--- config.mk ---
export PLATFORM = sky130hd
export DESIGN_NAME = line_field_selector
export DESIGN_NICKNAME = d
export VERILOG_FILES = /design/src/rtl/core/lfs_pkg.sv /design/src/rtl/core/line_field_selector.sv /design/src/rtl/core/lfs_range_match.sv
export SDC_FILE = /design/constraint.sdc
export NUM_CORES = 2
export LEC_CHECK = 0
export BUFFER_PORTS_ARGS = -buffer_cell sky130_fd_sc_hd__buf_2
export CAP_MARGIN = 30
export CELL_PAD_IN_SITES_DETAIL_PLACEMENT = 0
export CELL_PAD_IN_SITES_GLOBAL_PLACEMENT = 2
export CORE_MARGIN = 5
export CORE_UTILIZATION = 40
export CTS_CLUSTER_SIZE = 28
export DETAILED_ROUTE_END_ITERATION = 12
export HOLD_SLACK_MARGIN = 0.08
export PLACE_DENSITY_LB_ADDON = 0.1
export SYNTH_ARGS = -nofsm -noshare
export SYNTH_HDL_FRONTEND = slang
export SYNTH_HIERARCHICAL = 1
export SYNTH_SLANG_ARGS = --single-unit
--- constraint.sdc ---
create_clock -name clk -period 9.6 [get_ports clk]
set_input_delay 0.96 -clock clk [delete_from_list [all_inputs] [get_ports clk]]
set_output_delay 0.96 -clock clk [all_outputs]
set_load 0.05 [all_outputs]
--- src/rtl/core/lfs_pkg.sv ---
// Shared types and constants for the line field selector.
// Holds the request and result structs, opcode and register codes, and
// the hold drain state type. No dependencies.
package lfs_pkg;

    // Width of a range bound and of the field counter.
    localparam int FW = 13;

    localparam logic [FW-1:0] FIELD_MAX   = 13'd8191;
    localparam logic [FW-1:0] BOUND_OPEN  = 13'd8191;
    localparam logic [7:0]    NEWLINE     = 8'd10;
    localparam logic [7:0]    DELIM_RESET = 8'd9;
    localparam logic [4:0]    COUNT_RESET = 5'd1;

    // Request opcodes.
    typedef enum logic [1:0] {
        OP_DATA  = 2'd0,
        OP_END   = 2'd1,
        OP_RANGE = 2'd2
    } lfs_op_t;

    // Configuration register indexes.
    typedef enum logic [1:0] {
        CFG_FIELD_MODE  = 2'd0,
        CFG_DELIMITER   = 2'd1,
        CFG_SUPPRESS    = 2'd2,
        CFG_RANGE_COUNT = 2'd3
    } lfs_cfg_idx_t;

    // Output sequencer states.
    typedef enum logic [1:0] {
        DR_IDLE,
        DR_HOLD,
        DR_TAIL
    } lfs_drain_t;

    typedef struct packed {
        lfs_op_t         opcode;
        logic [7:0]      data_byte;
        logic [3:0]      range_slot;
        logic [FW-1:0]   range_first;
        logic [FW-1:0]   range_last;
    } lfs_in_t;

    typedef struct packed {
        logic [7:0] out_byte;
        logic       last_of_run;
    } lfs_out_t;

endpackage

--- src/rtl/core/line_field_selector.sv ---
// Line field selector: cuts characters or delimited fields out of each text
// line. Top level; depends on lfs_pkg and lfs_range_match.
//
// One request is taken per clock while the sequencer is idle and the output
// register can take a byte. A request that releases held first-field bytes
// (the first delimiter of a line, or a line end without delimiter) holds
// the input while the held bytes and then any trailing delimiter or newline
// leave one per cycle, as the receiver accepts them, through the single read
// port of the hold memory, whose read data is registered. The range
// table is compared in parallel, so table size does not affect throughput.
// Requests pass through the input register and results the output register.
module line_field_selector #(
    parameter int RANGE_ENTRIES = 16,
    parameter int LINE_LIMIT    = 4095,
    parameter int HOLD_DEPTH    = 63
) (
    input  logic             clk,
    input  logic             rst_n,
    input  logic             in_valid,
    output logic             in_ready,
    input  lfs_pkg::lfs_in_t in_data,
    output logic             out_valid,
    input  logic             out_ready,
    output lfs_pkg::lfs_out_t out_data,
    input  logic             cfg_we,
    input  logic [1:0]       cfg_index,
    input  logic [7:0]       cfg_data
);
    import lfs_pkg::*;

    localparam int LW = $clog2(LINE_LIMIT + 1);
    localparam int QW = (LW > FW) ? LW : FW;
    localparam int HW = $clog2(HOLD_DEPTH + 1);
    localparam int AW = (HOLD_DEPTH > 1) ? $clog2(HOLD_DEPTH) : 1;

    // Configuration registers.
    logic       field_mode_reg;
    logic [7:0] delim_reg;
    logic       suppress_reg;
    logic [4:0] range_count_reg;

    // Range table.
    logic [FW-1:0] low_reg  [RANGE_ENTRIES];
    logic [FW-1:0] high_reg [RANGE_ENTRIES];

    // Input register.
    logic    s1_valid_reg;
    lfs_in_t s1_item_reg;

    // Line state.
    logic [LW-1:0] line_len_reg,   line_len_next;
    logic [FW-1:0] field_num_reg,  field_num_next;
    logic          delim_seen_reg, delim_seen_next;
    logic          any_emit_reg,   any_emit_next;
    logic [HW-1:0] hold_cnt_reg,   hold_cnt_next;

    // Hold memory and drain sequencer.
    logic [7:0]    hold_mem [HOLD_DEPTH];
    logic [7:0]    hold_q_reg;
    lfs_drain_t    state_reg, state_next;
    logic [HW-1:0] drain_idx_reg, drain_idx_next;
    logic [HW-1:0] drain_len_reg, drain_len_next;
    logic          tail_pend_reg, tail_pend_next;
    logic [7:0]    tail_byte_reg, tail_byte_next;

    // Output register.
    logic     out_valid_reg, out_valid_next;
    lfs_out_t out_item_reg,  out_item_next;

    // Decode signals.
    logic          out_free;
    logic          proc;
    logic [7:0]    b;
    logic          is_delim;
    logic [LW-1:0] line_len_inc;
    logic [FW-1:0] field_inc;
    logic [QW-1:0] query;
    logic          hit_q;
    logic          hit_one;
    logic          want_hold;
    logic          want_tail;
    logic [7:0]    tail_byte;
    logic          hold_we;
    logic          start_drain;
    logic          direct_tail;
    logic          cur_last;
    logic          rd_en;
    logic [AW-1:0] rd_addr;

    // Handshake: a request is processed when the sequencer is idle and the
    // output register can take a byte.
    assign out_free  = !out_valid_reg || out_ready;
    assign proc      = s1_valid_reg && (state_reg == DR_IDLE) && out_free;
    assign in_ready  = !s1_valid_reg || proc;
    assign out_valid = out_valid_reg;
    assign out_data  = out_item_reg;

    // Configuration writes.
    always_ff @(posedge clk or negedge rst_n)
    begin
        if (!rst_n)
        begin
            field_mode_reg  <= 1'b0;
            delim_reg       <= DELIM_RESET;
            suppress_reg    <= 1'b0;
            range_count_reg <= COUNT_RESET;
        end
        else if (cfg_we)
        begin
            case (lfs_cfg_idx_t'(cfg_index))
                CFG_FIELD_MODE:  field_mode_reg  <= cfg_data[0];
                CFG_DELIMITER:   delim_reg       <= cfg_data;
                CFG_SUPPRESS:    suppress_reg    <= cfg_data[0];
                CFG_RANGE_COUNT: range_count_reg <= cfg_data[4:0];
                default:         ;
            endcase
        end
    end

    // Range table writes; slots beyond the table are dropped.
    always_ff @(posedge clk or negedge rst_n)
    begin
        if (!rst_n)
        begin
            for (int i = 0; i < RANGE_ENTRIES; i++)
            begin
                low_reg[i]  <= '0;
                high_reg[i] <= '0;
            end
        end
        else if (proc && (s1_item_reg.opcode == OP_RANGE))
        begin
            for (int i = 0; i < RANGE_ENTRIES; i++)
            begin
                if ((i < 16) && (s1_item_reg.range_slot == 4'(i)))
                begin
                    low_reg[i]  <= s1_item_reg.range_first;
                    high_reg[i] <= s1_item_reg.range_last;
                end
            end
        end
    end

    // Input register.
    always_ff @(posedge clk or negedge rst_n)
    begin
        if (!rst_n)
        begin
            s1_valid_reg <= 1'b0;
        end
        else if (in_ready)
        begin
            s1_valid_reg <= in_valid;
        end
    end

    always_ff @(posedge clk)
    begin
        if (in_ready && in_valid)
        begin
            s1_item_reg <= in_data;
        end
    end

    // Query selection for the range compare.
    assign b            = s1_item_reg.data_byte;
    assign is_delim     = (b == delim_reg);
    assign line_len_inc = line_len_reg + LW'(1);
    assign field_inc    = (field_num_reg == FIELD_MAX) ? field_num_reg
                                                       : field_num_reg + FW'(1);

    always_comb
    begin
        if (!field_mode_reg)
        begin
            query = QW'(line_len_inc);
        end
        else if (is_delim)
        begin
            query = QW'(field_inc);
        end
        else
        begin
            query = QW'(field_num_reg);
        end
    end

    lfs_range_match #(
        .ENTRIES (RANGE_ENTRIES),
        .QW      (QW)
    ) u_match (
        .low         (low_reg),
        .high        (high_reg),
        .range_count (range_count_reg),
        .query       (query),
        .hit_query   (hit_q),
        .hit_one     (hit_one)
    );

    // Request decode: next line state and what this request emits.
    always_comb
    begin
        logic end_line;
        logic emit_eff;

        line_len_next   = line_len_reg;
        field_num_next  = field_num_reg;
        delim_seen_next = delim_seen_reg;
        any_emit_next   = any_emit_reg;
        hold_cnt_next   = hold_cnt_reg;
        want_hold       = 1'b0;
        want_tail       = 1'b0;
        tail_byte       = b;
        hold_we         = 1'b0;
        end_line        = 1'b0;
        emit_eff        = any_emit_reg;

        case (s1_item_reg.opcode)
            OP_END:
            begin
                end_line = (line_len_reg != '0);
            end
            OP_DATA:
            begin
                if (b == NEWLINE)
                begin
                    end_line = 1'b1;
                end
                else if (line_len_reg < LW'(LINE_LIMIT))
                begin
                    line_len_next = line_len_inc;
                    if (!field_mode_reg)
                    begin
                        want_tail = hit_q;
                    end
                    else if (is_delim)
                    begin
                        // First delimiter releases the held first field.
                        delim_seen_next = 1'b1;
                        if (!delim_seen_reg && hit_one)
                        begin
                            want_hold = 1'b1;
                            emit_eff  = 1'b1;
                        end
                        field_num_next = field_inc;
                        if (hit_q)
                        begin
                            want_tail = emit_eff;
                            tail_byte = delim_reg;
                            emit_eff  = 1'b1;
                        end
                        any_emit_next = emit_eff;
                    end
                    else if (!delim_seen_reg)
                    begin
                        if (hold_cnt_reg < HW'(HOLD_DEPTH))
                        begin
                            hold_we       = 1'b1;
                            hold_cnt_next = hold_cnt_reg + HW'(1);
                        end
                    end
                    else
                    begin
                        want_tail = hit_q;
                    end
                end
            end
            default:
            begin
            end
        endcase

        // Line end: newline, possibly after the held line, unless a line without a delimiter is suppressed; then clear.
        if (end_line)
        begin
            tail_byte = NEWLINE;
            if (!field_mode_reg || delim_seen_reg)
            begin
                want_tail = 1'b1;
            end
            else if (!suppress_reg)
            begin
                want_hold = 1'b1;
                want_tail = 1'b1;
            end
            line_len_next   = '0;
            field_num_next  = FW'(1);
            delim_seen_next = 1'b0;
            any_emit_next   = 1'b0;
            hold_cnt_next   = '0;
        end
    end

    // Line state registers.
    always_ff @(posedge clk or negedge rst_n)
    begin
        if (!rst_n)
        begin
            line_len_reg   <= '0;
            field_num_reg  <= FW'(1);
            delim_seen_reg <= 1'b0;
            any_emit_reg   <= 1'b0;
            hold_cnt_reg   <= '0;
        end
        else if (proc)
        begin
            line_len_reg   <= line_len_next;
            field_num_reg  <= field_num_next;
            delim_seen_reg <= delim_seen_next;
            any_emit_reg   <= any_emit_next;
            hold_cnt_reg   <= hold_cnt_next;
        end
    end

    assign start_drain = proc && want_hold && (hold_cnt_reg != '0);
    assign direct_tail = proc && want_tail && !start_drain;
    assign cur_last    = (drain_idx_reg == drain_len_reg);

    // Sequencer next state.
    always_comb
    begin
        state_next = state_reg;
        case (state_reg)
            DR_IDLE:
            begin
                if (start_drain)
                begin
                    state_next = DR_HOLD;
                end
            end
            DR_HOLD:
            begin
                if (out_free && cur_last)
                begin
                    state_next = tail_pend_reg ? DR_TAIL : DR_IDLE;
                end
            end
            DR_TAIL:
            begin
                if (out_free)
                begin
                    state_next = DR_IDLE;
                end
            end
            default:
            begin
                state_next = DR_IDLE;
            end
        endcase
    end

    // Sequencer outputs: memory reads and the output register load.
    always_comb
    begin
        rd_en          = 1'b0;
        rd_addr        = '0;
        drain_idx_next = drain_idx_reg;
        drain_len_next = drain_len_reg;
        tail_pend_next = tail_pend_reg;
        tail_byte_next = tail_byte_reg;
        out_valid_next = out_valid_reg && !out_ready;
        out_item_next  = out_item_reg;

        case (state_reg)
            DR_IDLE:
            begin
                if (start_drain)
                begin
                    rd_en          = 1'b1;
                    drain_idx_next = HW'(1);
                    drain_len_next = hold_cnt_reg;
                    tail_pend_next = want_tail;
                    tail_byte_next = tail_byte;
                end
                else if (direct_tail)
                begin
                    out_valid_next = 1'b1;
                    out_item_next  = '{out_byte: tail_byte, last_of_run: 1'b1};
                end
            end
            DR_HOLD:
            begin
                if (out_free)
                begin
                    out_valid_next = 1'b1;
                    out_item_next  = '{out_byte: hold_q_reg,
                                       last_of_run: cur_last && !tail_pend_reg};
                    if (!cur_last)
                    begin
                        rd_en          = 1'b1;
                        rd_addr        = drain_idx_reg[AW-1:0];
                        drain_idx_next = drain_idx_reg + HW'(1);
                    end
                end
            end
            DR_TAIL:
            begin
                if (out_free)
                begin
                    out_valid_next = 1'b1;
                    out_item_next  = '{out_byte: tail_byte_reg, last_of_run: 1'b1};
                end
            end
            default:
            begin
            end
        endcase
    end

    // Sequencer and output control registers.
    always_ff @(posedge clk or negedge rst_n)
    begin
        if (!rst_n)
        begin
            state_reg     <= DR_IDLE;
            out_valid_reg <= 1'b0;
            drain_idx_reg <= '0;
            drain_len_reg <= '0;
            tail_pend_reg <= 1'b0;
        end
        else
        begin
            state_reg     <= state_next;
            out_valid_reg <= out_valid_next;
            drain_idx_reg <= drain_idx_next;
            drain_len_reg <= drain_len_next;
            tail_pend_reg <= tail_pend_next;
        end
    end

    // Payload registers.
    always_ff @(posedge clk)
    begin
        tail_byte_reg <= tail_byte_next;
        out_item_reg  <= out_item_next;
    end

    // Hold memory: first-field bytes written in order, read back for a drain.
    always_ff @(posedge clk)
    begin
        if (proc && hold_we)
        begin
            hold_mem[hold_cnt_reg[AW-1:0]] <= b;
        end
        if (rd_en)
        begin
            hold_q_reg <= hold_mem[rd_addr];
        end
    end

endmodule

--- src/rtl/core/lfs_range_match.sv ---
// Parallel range table compare for the line field selector.
// Checks one query number and the constant 1 against all active entries.
// Depends on lfs_pkg.
module lfs_range_match #(
    parameter int ENTRIES = 16,
    parameter int QW      = 13
) (
    input  logic [lfs_pkg::FW-1:0] low   [ENTRIES],
    input  logic [lfs_pkg::FW-1:0] high  [ENTRIES],
    input  logic [4:0]             range_count,
    input  logic [QW-1:0]          query,
    output logic                   hit_query,
    output logic                   hit_one
);
    import lfs_pkg::*;

    logic [ENTRIES-1:0] match_q;
    logic [ENTRIES-1:0] match_one;

    // One comparator pair per entry; entries at or above the count stay off.
    for (genvar i = 0; i < ENTRIES; i++) begin : g_entry
        logic active;
        logic open_end;

        if (i < 32) begin : g_live
            assign active = ({1'b0, range_count} > 6'(i));
        end
        else begin : g_dead
            assign active = 1'b0;
        end

        assign open_end = (high[i] == BOUND_OPEN);

        assign match_q[i] = active && (query >= QW'(low[i]))
                            && (open_end || (query <= QW'(high[i])));
        assign match_one[i] = active && (low[i] <= FW'(1))
                              && (open_end || (high[i] >= FW'(1)));
    end

    assign hit_query = |match_q;
    assign hit_one   = |match_one;

endmodule

==> reports/metrics.csv <==
metric,value,unit
reg2reg end,out_data[2]$_DFFE_PP_,
CTS Hold Bufs,0,
origin of the worst setup path,field_num_reg[0]$_DFFE_PN1P_,
Post-synth ARST share,45.81,%
Resized cells post-CTS,0,
final antenna-violating net count,0,
"commonest cells after routing, fill and taps aside","569 x edfxtp_1, 475 x dfrtp_1, 433 x mux2_2, 426 x ha_1, 414 x inv_1",
first-pass GRT wire length,249.2,mm
Mapped Nets,4806,
crit-path max FO,14,
"Reg clk slew, reported paths",0.06,ns
Largest register FFs,504,
VDD IR-drop max,0.1597,mV
initial antenna violation count,2,
crit path kind,flip-flop to flip-flop,
endpoints failing hold,0,
max frequency,140.2,MHz
Final Worst Setup Slack,2.467,ns
Initial Util,40.18,%
Max Cap Viol,0,
"Seq/Total Area, Yosys",54.39,%
slowest CP cell,a21oi_4,
Root Buffer,clkbuf_16,
setup bufs post-CTS,0,
DP Worst Slack,2.358,ns
Starting DRT DRC Count,2420,
GRT Total Usage,23.70,%
Synth Cell Area,53560,µm²
final WL,168.8,mm
most used flip-flop cell after synthesis,edfxtp_1,
DIE HEIGHT,375.9,µm
HP Class,primary input to async pin,
GR Overflow Total,0,
layout cells sized above 1,19.85,%
cells along the critical path,ha_1 -> and3_1 -> nand4_1 -> o211a_1 -> and4_1 -> and3_1 -> xnor2_1 -> a21oi_4 -> buf_4 -> ha_1 -> a21o_1 -> nand3_1 -> a21oi_1 -> o311ai_0 -> o2111ai_1 -> nor4_1 -> nand2_1 -> nor3b_1 -> o21ai_1 -> nor2b_1 -> o31ai_1,
Area after DPL,56550,µm²
DRC errors left,0,
CTS H-tree depth,3,
Critical Path Sink,out_data[2]$_DFFE_PP_,
PnR Total Power,16.93,mW
Crit path required time,10.06,ns
synthesis-to-finish area growth,13.09,%
die span in x,375.9,µm
"Slew Viols, Final",0,
pwr/cell area,279.5,nW/µm²
crit path buf inv count,1,
outcome,"finished, final reports clean",
vias in the first global route,36070,
CTS max path bufs,3,
Synth cell types,100,
CTS Buf Count,116,
Startpoint Class,flip-flop,
Layout Cell Area excl Fill,60570,µm²
I/O pin total,66,
CTS tree,yes,
Routed WL per cell,26.67,µm
Worst-Skew Late Latency,0.73,ns
largest net degree at the start of global routing,152,
arrival time worst endpoint,7.59,ns
clk sink count,1050,
reg2reg path depth,21,
Ys Warns,6,
Post-Synthesis Cells,4325,
Setup TNS,0,ns
"Setup violations, final",0,
P_leak,24.85,nW
kind of end point of the critical path,flip-flop,
"most common cell after layout, fill and taps aside",edfxtp_1,
Setup Skew,0.03866,ns
nets@finish,4940,
CP max stage delay,0.73,ns
Slew @ Worst Pin,1.043,ns
Initial DRT Pass Iterations,5,
max_slew headroom,30.20,%
Die ar.,141300,µm²
R2R setup slack,2.47,ns
hpwl dp,115.6,mm
row count,134,
core area,133300,µm²
critical path depth,21,
gpl congestion,0.8236,
period utilization,74.30,%
DR vias,35530,
IO Port Bufs,65,
Worst R2R Start,field_num_reg[0]$_DFFE_PN1P_,
RSZ-0062 raised after global routing,false,
post-layout min period,7.133,ns
register bit total from synthesis,1050,
vias per cell,5.613,
syn avg cell area,12.38,µm²
kind of cell adding the most delay to the critical path,compound AO/OA/AOI/OAI gates,
"EDFF count, synth",569,
logic make-up (layout without fill, tap and decap cells):
| family | count (synthesis) | count (layout) | synth area share [%] |
|---|---|---|---|
| AOI/OAI and AO/OA | 810 | 810 | 10.11 |
| xor gates and xnor gates | 42 | 42 | 0.7429 |
| adders and majority gates | 426 | 426 | 9.953 |
| buffers and inverters | 588 | 823 | 4.434 |
| DFF | 1050 | 1050 | 54.39 |
| muxes | 548 | 548 | 11.81 |
| other | 0 | 1 | 0 |
| and+or+nand+nor | 861 | 861 | 8.560 |
area by class of cell:
type	count	area, µm²
Clock inverter	55	673.1
Antenna cell	1	2.502
Clock buffer	164	3314
Timing Repair Buffer	187	1434
Sequential cell	1050	29130
Multi-Input combinational cell	2687	22230
Fill cell	12300	72720
Tap cell	1768	2212
Inverter	417	1565
power breakdown:
part,internal (mW),switching [mW]
Combinational,2.39,3.54
Sequential,5.62,0.772
Clock,2.70,1.91
Total,10.7,6.22
worst min path at each step:
stage	end	slack, ns
5_1_grt	out_valid$_DFF_PN0_	0.22
3_3_place_gp	low_reg[117]$_DFFE_PN0P_	0.48
2_1_floorplan	low_reg[117]$_DFFE_PN0P_	0.46
3_5_place_dp	low_reg[117]$_DFFE_PN0P_	0.49
6_report	state_reg[0]$_DFFE_PN0P_	0.19
4_1_cts	out_valid$_DFF_PN0_	0.16
stage by stage:
step / cells / utilization (%) / hold slack [ns]
floorplan: 4325 / - / 0.4623
global placement: 6092 / 42.27 / 0.4802
detailed placement: 6108 / 42.43 / 0.4888
CTS: 6327 / 45.42 / 0.1642
global route: 6328 / 45.44 / 0.2189
finish: 6329 / 45.44 / 0.1866
routing by layer:
metal | up-vias | global-route usage (%) | part of all wire (%)
met3 | 206 | 2.180 | 3.1
met5 | - | 0 | 0
met1 | 18080 | 31.05 | 43
met2 | 703 | 42.14 | 51
li1 | 16530 | - | -
met4 | 0 | 6.451 | 2.6
Yosys cell counts, types with 47 or more instances:
| master | count | area, µm² |
|---|---|---|
| inv_1 | 415 | 1558 |
| nand2_1 | 164 | 615.6 |
| a21o_1 | 63 | 473.0 |
| ha_1 | 426 | 5330 |
| dfrtp_1 | 477 | 11940 |
| nand3_1 | 91 | 455.4 |
| mux2_2 | 433 | 4876 |
| o21ai_0 | 140 | 700.7 |
| nor4_1 | 99 | 619.3 |
| clkbuf_1 | 85 | 319.1 |
| nand4_1 | 125 | 782.0 |
| edfxtp_1 | 569 | 17090 |
| mux2i_1 | 65 | 650.6 |
| buf_2 | 47 | 235.2 |
| a21oi_1 | 216 | 1081 |
| nor2_1 | 188 | 705.7 |
No activity file was read; power rests on OpenSTA's default activity.
